[config.mk]
export PLATFORM = sky130hd
export DESIGN_NAME = fixed_block_pool_allocator
export DESIGN_NICKNAME = d
export VERILOG_FILES = /design/src/rtl/core/fbpa_pkg.sv /design/src/rtl/core/fbpa_ctrl.sv /design/src/rtl/core/fbpa_dp.sv /design/src/rtl/core/fixed_block_pool_allocator.sv
export SDC_FILE = /design/constraint.sdc
export NUM_CORES = 1
export LEC_CHECK = 0
export BUFFER_PORTS_ARGS = -buffer_cell sky130_fd_sc_hd__buf_2
export CAP_MARGIN = 20
export CORE_ASPECT_RATIO = 2
export CORE_MARGIN = 2
export CORE_UTILIZATION = 45
export DETAILED_ROUTE_END_ITERATION = 10
export GPL_TIMING_DRIVEN = 0
export PLACE_DENSITY = 0.67
export RECOVER_POWER = 100
export SLEW_MARGIN = 20
export SYNTH_ARGS = -nofsm -noshare
export SYNTH_HDL_FRONTEND = slang
export SYNTH_SLANG_ARGS = --single-unit
[constraint.sdc]
create_clock -name clk -period 7.5 [get_ports clk]
set_clock_uncertainty 0.15 [all_clocks]
set_input_delay 1.125 -clock clk [delete_from_list [all_inputs] [get_ports clk]]
set_output_delay 1.125 -clock clk [all_outputs]
set_load 0.005 [all_outputs]
[src/rtl/core/fbpa_pkg.sv]
// ----------------------------------------------------------------------------
// fbpa_pkg
// Types, codes and constants shared by the block pool allocator modules.
// ----------------------------------------------------------------------------
`timescale 1ns / 1ps
`default_nettype none

package fbpa_pkg;

  localparam int MAX_BLOCKS_DEF = 32;
  localparam int BS_W           = 13;
  localparam int OFS_W          = 17;
  localparam int CNT_OUT_W      = 6;
  localparam int REQ_W          = 2;
  localparam int STAT_W         = 2;

  localparam logic [BS_W-1:0] BS_RESET = 13'd64;

  typedef enum logic [REQ_W-1:0] {
    REQ_ALLOC   = 2'd0,
    REQ_RELEASE = 2'd1,
    REQ_RESET   = 2'd2
  } req_t;

  typedef enum logic [STAT_W-1:0] {
    ST_OK        = 2'd0,
    ST_FULL      = 2'd1,
    ST_NOT_FOUND = 2'd2
  } stat_t;

  typedef struct packed {
    logic [REQ_W-1:0] req_type;
    logic [OFS_W-1:0] release_offset;
  } in_item_t;

  typedef struct packed {
    logic [STAT_W-1:0]    status;
    logic [OFS_W-1:0]     block_offset;
    logic [CNT_OUT_W-1:0] blocks_in_use;
    logic                 pool_empty;
    logic                 pool_full;
  } out_item_t;

  typedef enum logic [3:0] {
    S_BOOT,
    S_IDLE,
    S_ALLOC_RD,
    S_ALLOC_WR,
    S_WALK_START,
    S_WALK,
    S_UNLINK,
    S_PUSH,
    S_SWEEP,
    S_RESP
  } fsm_t;

  typedef enum logic [3:0] {
    OP_NONE,
    OP_ACCEPT,
    OP_ALLOC_RD,
    OP_ALLOC_WR,
    OP_WALK_START,
    OP_WALK_STEP,
    OP_UNLINK,
    OP_PUSH,
    OP_SWEEP,
    OP_FAIL,
    OP_RESP
  } dp_op_t;

  typedef struct packed {
    dp_op_t op;
    stat_t  fail_code;
  } dp_cmd_t;

  typedef struct packed {
    logic free_avail;
    logic head_end;
    logic hit;
    logic next_end;
    logic sweep_last;
  } dp_sts_t;

endpackage

`default_nettype wire

[src/rtl/core/fbpa_ctrl.sv]
// ----------------------------------------------------------------------------
// fbpa_ctrl
// Request sequencer: steps the datapath through allocate, release walk,
// pool rebuild and result hand-off.
// ----------------------------------------------------------------------------
`timescale 1ns / 1ps
`default_nettype none

module fbpa_ctrl (
  input  wire logic                        clk,
  input  wire logic                        rst_n,
  input  wire logic                        in_valid,
  input  wire logic [fbpa_pkg::REQ_W-1:0]  in_req_type,
  output logic                             in_ready,
  input  wire logic                        out_ready,
  output logic                             out_valid,
  output fbpa_pkg::dp_cmd_t                cmd,
  input  wire fbpa_pkg::dp_sts_t           sts
);
  import fbpa_pkg::*;

  fsm_t state_r, state_nxt;
  logic out_valid_r;
  logic resp_free;

  assign resp_free = !out_valid_r || out_ready;
  assign in_ready  = (state_r == S_IDLE);
  assign out_valid = out_valid_r;

  always_comb begin
    state_nxt = state_r;
    unique case (state_r)
      S_BOOT: begin
        if (sts.sweep_last) state_nxt = S_IDLE;
      end
      S_SWEEP: begin
        if (sts.sweep_last) state_nxt = S_RESP;
      end
      S_IDLE: begin
        if (in_valid) begin
          unique case (in_req_type)
            REQ_ALLOC:   state_nxt = S_ALLOC_RD;
            REQ_RELEASE: state_nxt = S_WALK_START;
            REQ_RESET:   state_nxt = S_SWEEP;
            default:     state_nxt = S_RESP;
          endcase
        end
      end
      S_ALLOC_RD:   state_nxt = sts.free_avail ? S_ALLOC_WR : S_RESP;
      S_ALLOC_WR:   state_nxt = S_RESP;
      S_WALK_START: state_nxt = sts.head_end ? S_RESP : S_WALK;
      S_WALK: begin
        priority if (sts.hit) state_nxt = S_UNLINK;
        else if (sts.next_end) state_nxt = S_RESP;
        else state_nxt = S_WALK;
      end
      S_UNLINK: state_nxt = S_PUSH;
      S_PUSH:   state_nxt = S_RESP;
      S_RESP: begin
        if (resp_free) state_nxt = S_IDLE;
      end
      default: state_nxt = S_IDLE;
    endcase
  end

  always_comb begin
    cmd.op        = OP_NONE;
    cmd.fail_code = ST_OK;
    unique case (state_r)
      S_BOOT, S_SWEEP: cmd.op = OP_SWEEP;
      S_IDLE: begin
        if (in_valid) cmd.op = OP_ACCEPT;
      end
      S_ALLOC_RD: begin
        if (sts.free_avail) begin
          cmd.op = OP_ALLOC_RD;
        end else begin
          cmd.op        = OP_FAIL;
          cmd.fail_code = ST_FULL;
        end
      end
      S_ALLOC_WR: cmd.op = OP_ALLOC_WR;
      S_WALK_START: begin
        if (sts.head_end) begin
          cmd.op        = OP_FAIL;
          cmd.fail_code = ST_NOT_FOUND;
        end else begin
          cmd.op = OP_WALK_START;
        end
      end
      S_WALK: begin
        // on a hit the read port keeps the link of the matching entry
        priority if (sts.hit) begin
          cmd.op = OP_NONE;
        end else if (sts.next_end) begin
          cmd.op        = OP_FAIL;
          cmd.fail_code = ST_NOT_FOUND;
        end else begin
          cmd.op = OP_WALK_STEP;
        end
      end
      S_UNLINK: cmd.op = OP_UNLINK;
      S_PUSH:   cmd.op = OP_PUSH;
      S_RESP: begin
        if (resp_free) cmd.op = OP_RESP;
      end
      default: cmd.op = OP_NONE;
    endcase
  end

  always_ff @(posedge clk) begin
    if (!rst_n) begin
      state_r     <= S_BOOT;
      out_valid_r <= 1'b0;
    end else begin
      state_r <= state_nxt;
      if (cmd.op == OP_RESP) begin
        out_valid_r <= 1'b1;
      end else if (out_ready) begin
        out_valid_r <= 1'b0;
      end
    end
  end

  a_resp_held: assert property (@(posedge clk) disable iff (!rst_n)
    (state_r == S_RESP && out_valid_r && !out_ready) |=> (state_r == S_RESP))
    else $error("result dropped while output register busy");

  a_resp_load_free: assert property (@(posedge clk) disable iff (!rst_n)
    (cmd.op == OP_RESP) |-> (!out_valid_r || out_ready))
    else $error("output register overwritten");

  a_one_item: assert property (@(posedge clk) disable iff (!rst_n)
    (in_valid && in_ready) |=> !in_ready)
    else $error("second item taken while one is in work");

endmodule

`default_nettype wire

[src/rtl/core/fbpa_dp.sv]
// ----------------------------------------------------------------------------
// fbpa_dp
// Datapath: link table memory, list heads, use count, offset multiplier
// and result register.
// ----------------------------------------------------------------------------
`timescale 1ns / 1ps
`default_nettype none

module fbpa_dp #(
  parameter int MAX_BLOCKS = fbpa_pkg::MAX_BLOCKS_DEF
) (
  input  wire logic                        clk,
  input  wire logic                        rst_n,
  input  wire logic                        cfg_valid,
  input  wire logic [fbpa_pkg::BS_W-1:0]   cfg_data,
  input  wire logic [fbpa_pkg::OFS_W-1:0]  in_release_offset,
  input  wire fbpa_pkg::dp_cmd_t           cmd,
  output fbpa_pkg::dp_sts_t                sts,
  output fbpa_pkg::out_item_t              out_data
);
  import fbpa_pkg::*;

  localparam int IDX_W  = $clog2(MAX_BLOCKS + 1);
  localparam int ADDR_W = $clog2(MAX_BLOCKS);
  localparam int CNT_W  = $clog2(MAX_BLOCKS + 1);
  localparam int PROD_W = (IDX_W + BS_W > OFS_W) ? (IDX_W + BS_W) : OFS_W;
  localparam logic [IDX_W-1:0]  END_MARK = IDX_W'(MAX_BLOCKS);
  localparam logic [CNT_W-1:0]  CNT_MAX  = CNT_W'(MAX_BLOCKS);
  localparam logic [ADDR_W-1:0] LAST_IDX = ADDR_W'(MAX_BLOCKS - 1);

  logic [IDX_W-1:0] link_mem [MAX_BLOCKS];

  logic [BS_W-1:0]   bsize_r;
  logic [IDX_W-1:0]  free_head_r;
  logic [IDX_W-1:0]  active_head_r;
  logic [CNT_W-1:0]  count_r;
  logic [ADDR_W-1:0] sweep_r;

  logic [OFS_W-1:0]  want_r;
  logic [IDX_W-1:0]  cur_r;
  logic [IDX_W-1:0]  prev_r;
  logic [IDX_W-1:0]  rdata_r;
  logic [OFS_W-1:0]  prod_r;
  logic [OFS_W-1:0]  ofs_r;
  stat_t             status_r;
  out_item_t         out_r;

  logic [IDX_W-1:0]  rd_idx;
  logic [ADDR_W-1:0] rd_addr;
  logic [PROD_W-1:0] prod_full;
  logic              prev_valid;
  logic              mem_we;
  logic [ADDR_W-1:0] mem_waddr;
  logic [IDX_W-1:0]  mem_wdata;

  assign prev_valid = (prev_r < END_MARK);

  // read address also feeds the multiplier so offset and link arrive together
  always_comb begin
    rd_idx = cur_r;
    unique case (cmd.op)
      OP_ALLOC_RD:   rd_idx = free_head_r;
      OP_WALK_START: rd_idx = active_head_r;
      OP_WALK_STEP:  rd_idx = rdata_r;
      default:       rd_idx = cur_r;
    endcase
  end

  assign rd_addr   = rd_idx[ADDR_W-1:0];
  assign prod_full = PROD_W'(rd_idx) * PROD_W'(bsize_r);

  always_comb begin
    mem_we    = 1'b0;
    mem_waddr = cur_r[ADDR_W-1:0];
    mem_wdata = active_head_r;
    unique case (cmd.op)
      OP_ALLOC_WR: begin
        mem_we    = 1'b1;
        mem_waddr = cur_r[ADDR_W-1:0];
        mem_wdata = active_head_r;
      end
      OP_UNLINK: begin
        mem_we    = prev_valid;
        mem_waddr = prev_r[ADDR_W-1:0];
        mem_wdata = rdata_r;
      end
      OP_PUSH: begin
        mem_we    = 1'b1;
        mem_waddr = cur_r[ADDR_W-1:0];
        mem_wdata = free_head_r;
      end
      OP_SWEEP: begin
        mem_we    = 1'b1;
        mem_waddr = sweep_r;
        mem_wdata = IDX_W'(sweep_r) + IDX_W'(1);
      end
      default: mem_we = 1'b0;
    endcase
  end

  always_ff @(posedge clk) begin
    if (mem_we) link_mem[mem_waddr] <= mem_wdata;
  end

  always_ff @(posedge clk) begin
    rdata_r <= link_mem[rd_addr];
  end

  assign sts.free_avail = (count_r < CNT_MAX) && (free_head_r < END_MARK);
  assign sts.head_end   = (active_head_r >= END_MARK);
  assign sts.hit        = (prod_r == want_r);
  assign sts.next_end   = (rdata_r >= END_MARK);
  assign sts.sweep_last = (sweep_r == LAST_IDX);

  // list heads, count, block size and rebuild pointer
  always_ff @(posedge clk) begin
    if (!rst_n) begin
      bsize_r       <= BS_RESET;
      free_head_r   <= '0;
      active_head_r <= END_MARK;
      count_r       <= '0;
      sweep_r       <= '0;
    end else begin
      if (cfg_valid) bsize_r <= cfg_data;
      unique case (cmd.op)
        OP_ALLOC_WR: begin
          free_head_r   <= rdata_r;
          active_head_r <= cur_r;
          count_r       <= count_r + CNT_W'(1);
        end
        OP_UNLINK: begin
          if (!prev_valid) active_head_r <= rdata_r;
        end
        OP_PUSH: begin
          free_head_r <= cur_r;
          if (count_r != '0) count_r <= count_r - CNT_W'(1);
        end
        OP_SWEEP: begin
          if (sts.sweep_last) begin
            sweep_r       <= '0;
            free_head_r   <= '0;
            active_head_r <= END_MARK;
            count_r       <= '0;
          end else begin
            sweep_r <= sweep_r + ADDR_W'(1);
          end
        end
        default: ;
      endcase
    end
  end

  always_ff @(posedge clk) begin
    prod_r <= prod_full[OFS_W-1:0];
    unique case (cmd.op)
      OP_ACCEPT: begin
        want_r   <= in_release_offset;
        status_r <= ST_OK;
        ofs_r    <= '0;
      end
      OP_ALLOC_RD: cur_r <= free_head_r;
      OP_ALLOC_WR: ofs_r <= prod_r;
      OP_WALK_START: begin
        cur_r  <= active_head_r;
        prev_r <= END_MARK;
      end
      OP_WALK_STEP: begin
        prev_r <= cur_r;
        cur_r  <= rdata_r;
      end
      OP_FAIL: status_r <= cmd.fail_code;
      OP_RESP: begin
        out_r.status        <= status_r;
        out_r.block_offset  <= ofs_r;
        out_r.blocks_in_use <= CNT_OUT_W'(count_r);
        out_r.pool_empty    <= (count_r == '0);
        out_r.pool_full     <= (count_r == CNT_MAX);
      end
      default: ;
    endcase
  end

  assign out_data = out_r;

  a_count_range: assert property (@(posedge clk) disable iff (!rst_n)
    count_r <= CNT_MAX)
    else $error("use count above capacity");

  a_free_matches_count: assert property (@(posedge clk) disable iff (!rst_n)
    (count_r < CNT_MAX) |-> (free_head_r < END_MARK))
    else $error("free list empty while blocks remain");

  a_active_empty: assert property (@(posedge clk) disable iff (!rst_n)
    (count_r == '0) |-> (active_head_r == END_MARK))
    else $error("active list not empty with zero count");

  a_alloc_count: assert property (@(posedge clk) disable iff (!rst_n)
    (cmd.op == OP_ALLOC_WR) |=> (count_r == $past(count_r) + CNT_W'(1)))
    else $error("allocate did not bump the count");

endmodule

`default_nettype wire

[src/rtl/core/fixed_block_pool_allocator.sv]
// Allocate: accept, then ALLOC_RD, ALLOC_WR (skipped when full) and RESP; in_ready back with out_valid.
// Release: walks the active list from its head, one link table read per walk step,
//   then unlinks the matching block and pushes it on the free list; a miss returns not found.
// Pool reset request: rewrites every link table entry; an unaccepted result stalls the next item.
// After rst_n the link table is rebuilt entry by entry with in_ready low;
//   configuration writes are taken at once. block_size resets to 64.
// ----------------------------------------------------------------------------
// fixed_block_pool_allocator
// Fixed-size block pool with free and active lists in one shared link table.
// ----------------------------------------------------------------------------
`timescale 1ns / 1ps
`default_nettype none

module fixed_block_pool_allocator #(
  parameter int MAX_BLOCKS = fbpa_pkg::MAX_BLOCKS_DEF
) (
  input  wire logic                       clk,
  input  wire logic                       rst_n,
  input  wire logic                       in_valid,
  output logic                            in_ready,
  input  wire fbpa_pkg::in_item_t         in_data,
  output logic                            out_valid,
  input  wire logic                       out_ready,
  output fbpa_pkg::out_item_t             out_data,
  input  wire logic                       cfg_valid,
  output logic                            cfg_ready,
  input  wire logic [fbpa_pkg::BS_W-1:0]  cfg_data
);
  import fbpa_pkg::*;

  dp_cmd_t cmd;
  dp_sts_t sts;

  assign cfg_ready = 1'b1;

  fbpa_ctrl u_ctrl (
    .clk         (clk),
    .rst_n       (rst_n),
    .in_valid    (in_valid),
    .in_req_type (in_data.req_type),
    .in_ready    (in_ready),
    .out_ready   (out_ready),
    .out_valid   (out_valid),
    .cmd         (cmd),
    .sts         (sts)
  );

  fbpa_dp #(
    .MAX_BLOCKS (MAX_BLOCKS)
  ) u_dp (
    .clk               (clk),
    .rst_n             (rst_n),
    .cfg_valid         (cfg_valid),
    .cfg_data          (cfg_data),
    .in_release_offset (in_data.release_offset),
    .cmd               (cmd),
    .sts               (sts),
    .out_data          (out_data)
  );

endmodule

`default_nettype wire

==> impl_metrics.yaml <==
status:
  status: "finished with violations"
  violations: "capacitance limit, slew limit"
sta:
  whs_ns: 0.263
  setup_tns_ns: 0
  setup_violations: 0
  hold_violations: 0
  slew_viol_final: 12
  finalCritPeriodShare: 0.941
  worst_slack_ns: 0.439
  rsz0062_at_grt: "false"
  clock.fmax_mhz: 142
  worst_pin_slew_ns: 1.84
  relSlewSlack: -0.242
  timing.final.crit_period_ns: 7.06
global_route:
  track_usage: 0.227
  grt_max_degree: 27
  grt_first_pass_wirelength_um: 62500
  grt_pass1_vias: 10700
  grt_overflow_total: 0
  antenna_found_initial: 0
finish:
  fin_area_um2: 17700
  fillerInstances: 3070
  areaGrowthSynthToFinish_pct: 11.8
  layout.nets: 1509
  num_antenna_cells: 0
  layout-drive-gt1-share: 0.103
  final_core_util: 0.509
  fin_cells: 1868
power:
  power_density_nw_per_um2: 208
  clkPwrFrac: 0.422
  power_mw: 3.69
  intPower_mw: 2.87
  p_comb_frac: 0.030
  ir_drop_mv: 0.205
  leakage_nw: 6.97
  p_seq_frac: 0.548
  switching_power_mw: 0.817
  switching_share: 0.222
worst_setup_path:
  cp_max_fo: 10
  critPathArrivalTime_ns: 7.42
  crit_type: "flip-flop to flip-flop"
  end_kind: "flip-flop"
  worstPathRequired_ns: 7.86
  start_kind: "flip-flop"
place:
  post-place-ws_ns: 0.121
  io_buffers: 63
  numPlacedInstances: 1811
  dpl_cell_area_um2: 17000
  dp_hpwl_um: 31500
  routabilityCongestion: 0.931
clocking:
  cts.path.max_buffers: 3
  h-tree-depth: 1
  clock_sinks: 331
  hold_buffers: 0
  cts_buffers: 30
  clk_pin_slew_ns: 0.07
  cts_root_buffer: "clkbuf_16"
  cts_tree: "built"
  worst_skew_pair.late_latency_ns: 0.59
routing:
  route.detailed.drc: 0
  drt-initial-drc-count: 534
  ant_nets: 0
  detail_route.wl_per_cell_um: 22.2
  num_vias: 10300
  wl_um: 41500
  first_pass_iters: 4
  post_drt_via_cell_ratio: 5.50
synth:
  async_flop_share: 0
  syn_area_um2: 15800
  synth_nets: 1405
  synth_ff_type: "edfxtp_1"
  ys_seq_area_frac: 0.583
  syn_inst: 1295
  synth_commonest_cells: "edfxtp_1 (261), nand2_1 (132), inv_1 (88)"
  synth.ff_latch_count: 331
  yosysMostFrequentCell: "edfxtp_1"
  yosys.area.top_type: "edfxtp_1"
  yosys_warnings: 0
  synth_edf_count: 261
  synthTopCellsByArea: "edfxtp_1 (49%), dfxtp_1 (8.8%), fa_1 (5.7%), mux2i_1 (4.2%), nand2_1 (3.1%)"
  synth_cell_types: 75
  avgSynthCellArea_um2: 12.2
  netlist.area_leader.share: 0.495
floorplanning:
  initial_core_util: 0.455
  fp.dieH_um: 269
  row_count: 97
  boundaryPins: 67
  core-area_um2: 34800
  die_area_um2: 36800
  fp.dieW_um: 137
min_path:
  min_path_type: "flip-flop to flip-flop"
job:
  drv_cap: 1
-- layer usage --
metal / routed length [um] / global-route usage / part of all wire
met5: 0 / 0 / 0
met4: 2690 / 0.125 / 0.065
met3: 1320 / 0.0235 / 0.032
met2: 24100 / 0.464 / 0.58
met1: 13400 / 0.205 / 0.32
-- registers in the layout, indices dropped and copies added (netlist names) --
signal              flops
u_ctrl.out_valid        1
u_ctrl.state_r          4
u_dp.active_head_r      6
u_dp.bsize_r           13
u_dp.count_r            6
u_dp.cur_r              6
u_dp.free_head_r        6
u_dp.link_mem         192
u_dp.ofs_r             17
u_dp.out_data          27
u_dp.prev_r             6
u_dp.prod_r            17
u_dp.rdata_r            6
u_dp.status_r           2
u_dp.sweep_r            5
u_dp.want_r            17
-- cell usage in the layout, fill, tap and decap left out, types with 14 or more instances in the layout --
cell type	instances
nor2b_1	33
a21oi_1	57
dfxtp_1	70
a22oi_1	14
clkbuf_1	67
and3_1	27
and2_1	48
xnor2_1	38
nand3_1	29
inv_1	88
nand2_1	132
nor2_1	62
edfxtp_1	261
ha_1	28
and2_0	23
mux2i_1	66
buf_2	48
clkbuf_16	31
o21ai_0	29
fa_1	45
-- worst max-delay path, cell delays in order, from the launching register on --
cell	delay (ns)
dfxtp_1	0.32
clkbuf_1	0.20
or3b_1	0.53
nor2_2	0.46
a21boi_0	0.19
nand4_1	0.30
buf_2	0.31
clkbuf_1	0.35
clkbuf_1	0.38
and3_1	0.26
fa_1	0.40
ha_1	0.30
inv_1	0.05
fa_1	0.47
inv_1	0.07
fa_1	0.47
a21o_1	0.18
a21oi_1	0.22
o21bai_1	0.09
a21oi_1	0.23
o21bai_1	0.09
a21oi_1	0.22
o21ai_0	0.17
o41ai_1	0.40
xnor2_1	0.16
-- kinds of logic (layout without fill, tap and decap cells) --
kind of cell	Yosys count	in the layout	synth area share
muxes	73	73	0.0467
and+or+nand+nor	409	409	0.130
DFF	331	331	0.583
AOI/OAI and AO/OA	216	216	0.0975
adders and majority gates	73	73	0.0790
buffers and inverters	153	281	0.0422
xor gates and xnor gates	39	39	0.0216
other	1	1	0.000237
-- power groups by stage --
stage	Combinational (mW)	Sequential [mW]	Clock [mW]
6_report	0.110	2.02	1.56
5_1_grt	0.119	2.02	1.64
4_1_cts	0.127	2.02	1.58
3_5_place_dp	0.127	2.06	0
3_3_place_gp	0.108	2.06	0
2_1_floorplan	0.0602	2.05	0
-- path summary, 6_finish.rpt --
check / startpoint / to / slack [ns] / depth (start not counted)
worst min register to register: u_dp.status_r[1]$_SDFFCE_PN0P_ / u_dp.out_data[26]$_DFFE_PP_ / 0.26 / 0
worst min-delay path: u_dp.status_r[1]$_SDFFCE_PN0P_ / u_dp.out_data[26]$_DFFE_PP_ / 0.26 / 0
worst max register to register: u_ctrl.state_r[1]$_SDFFE_PN0P_ / u_dp.prod_r[15]$_DFF_P_ / 0.44 / 24
worst max-delay path: u_ctrl.state_r[1]$_SDFFE_PN0P_ / u_dp.prod_r[15]$_DFF_P_ / 0.44 / 24
-- timing repair --
action | in CTS | in global routing
setup endpoints to repair | 0 | 1
gates resized for setup | 0 | 4
hold endpoints to repair | 0 | 0
buffers inserted | 0 | 2
-- area by class of cell --
class	count	area [um^2]	area share
inverter	92	347	0.0196
timing repair buffer	73	328	0.0185
multi-input combinational	811	5930	0.335
tap	445	557	0.0314
buffer	60	319	0.0180
clock inverter	24	216	0.0122
clock buffer	32	779	0.0440
sequential	331	9240	0.521
(Power assumes the default switching activity.)
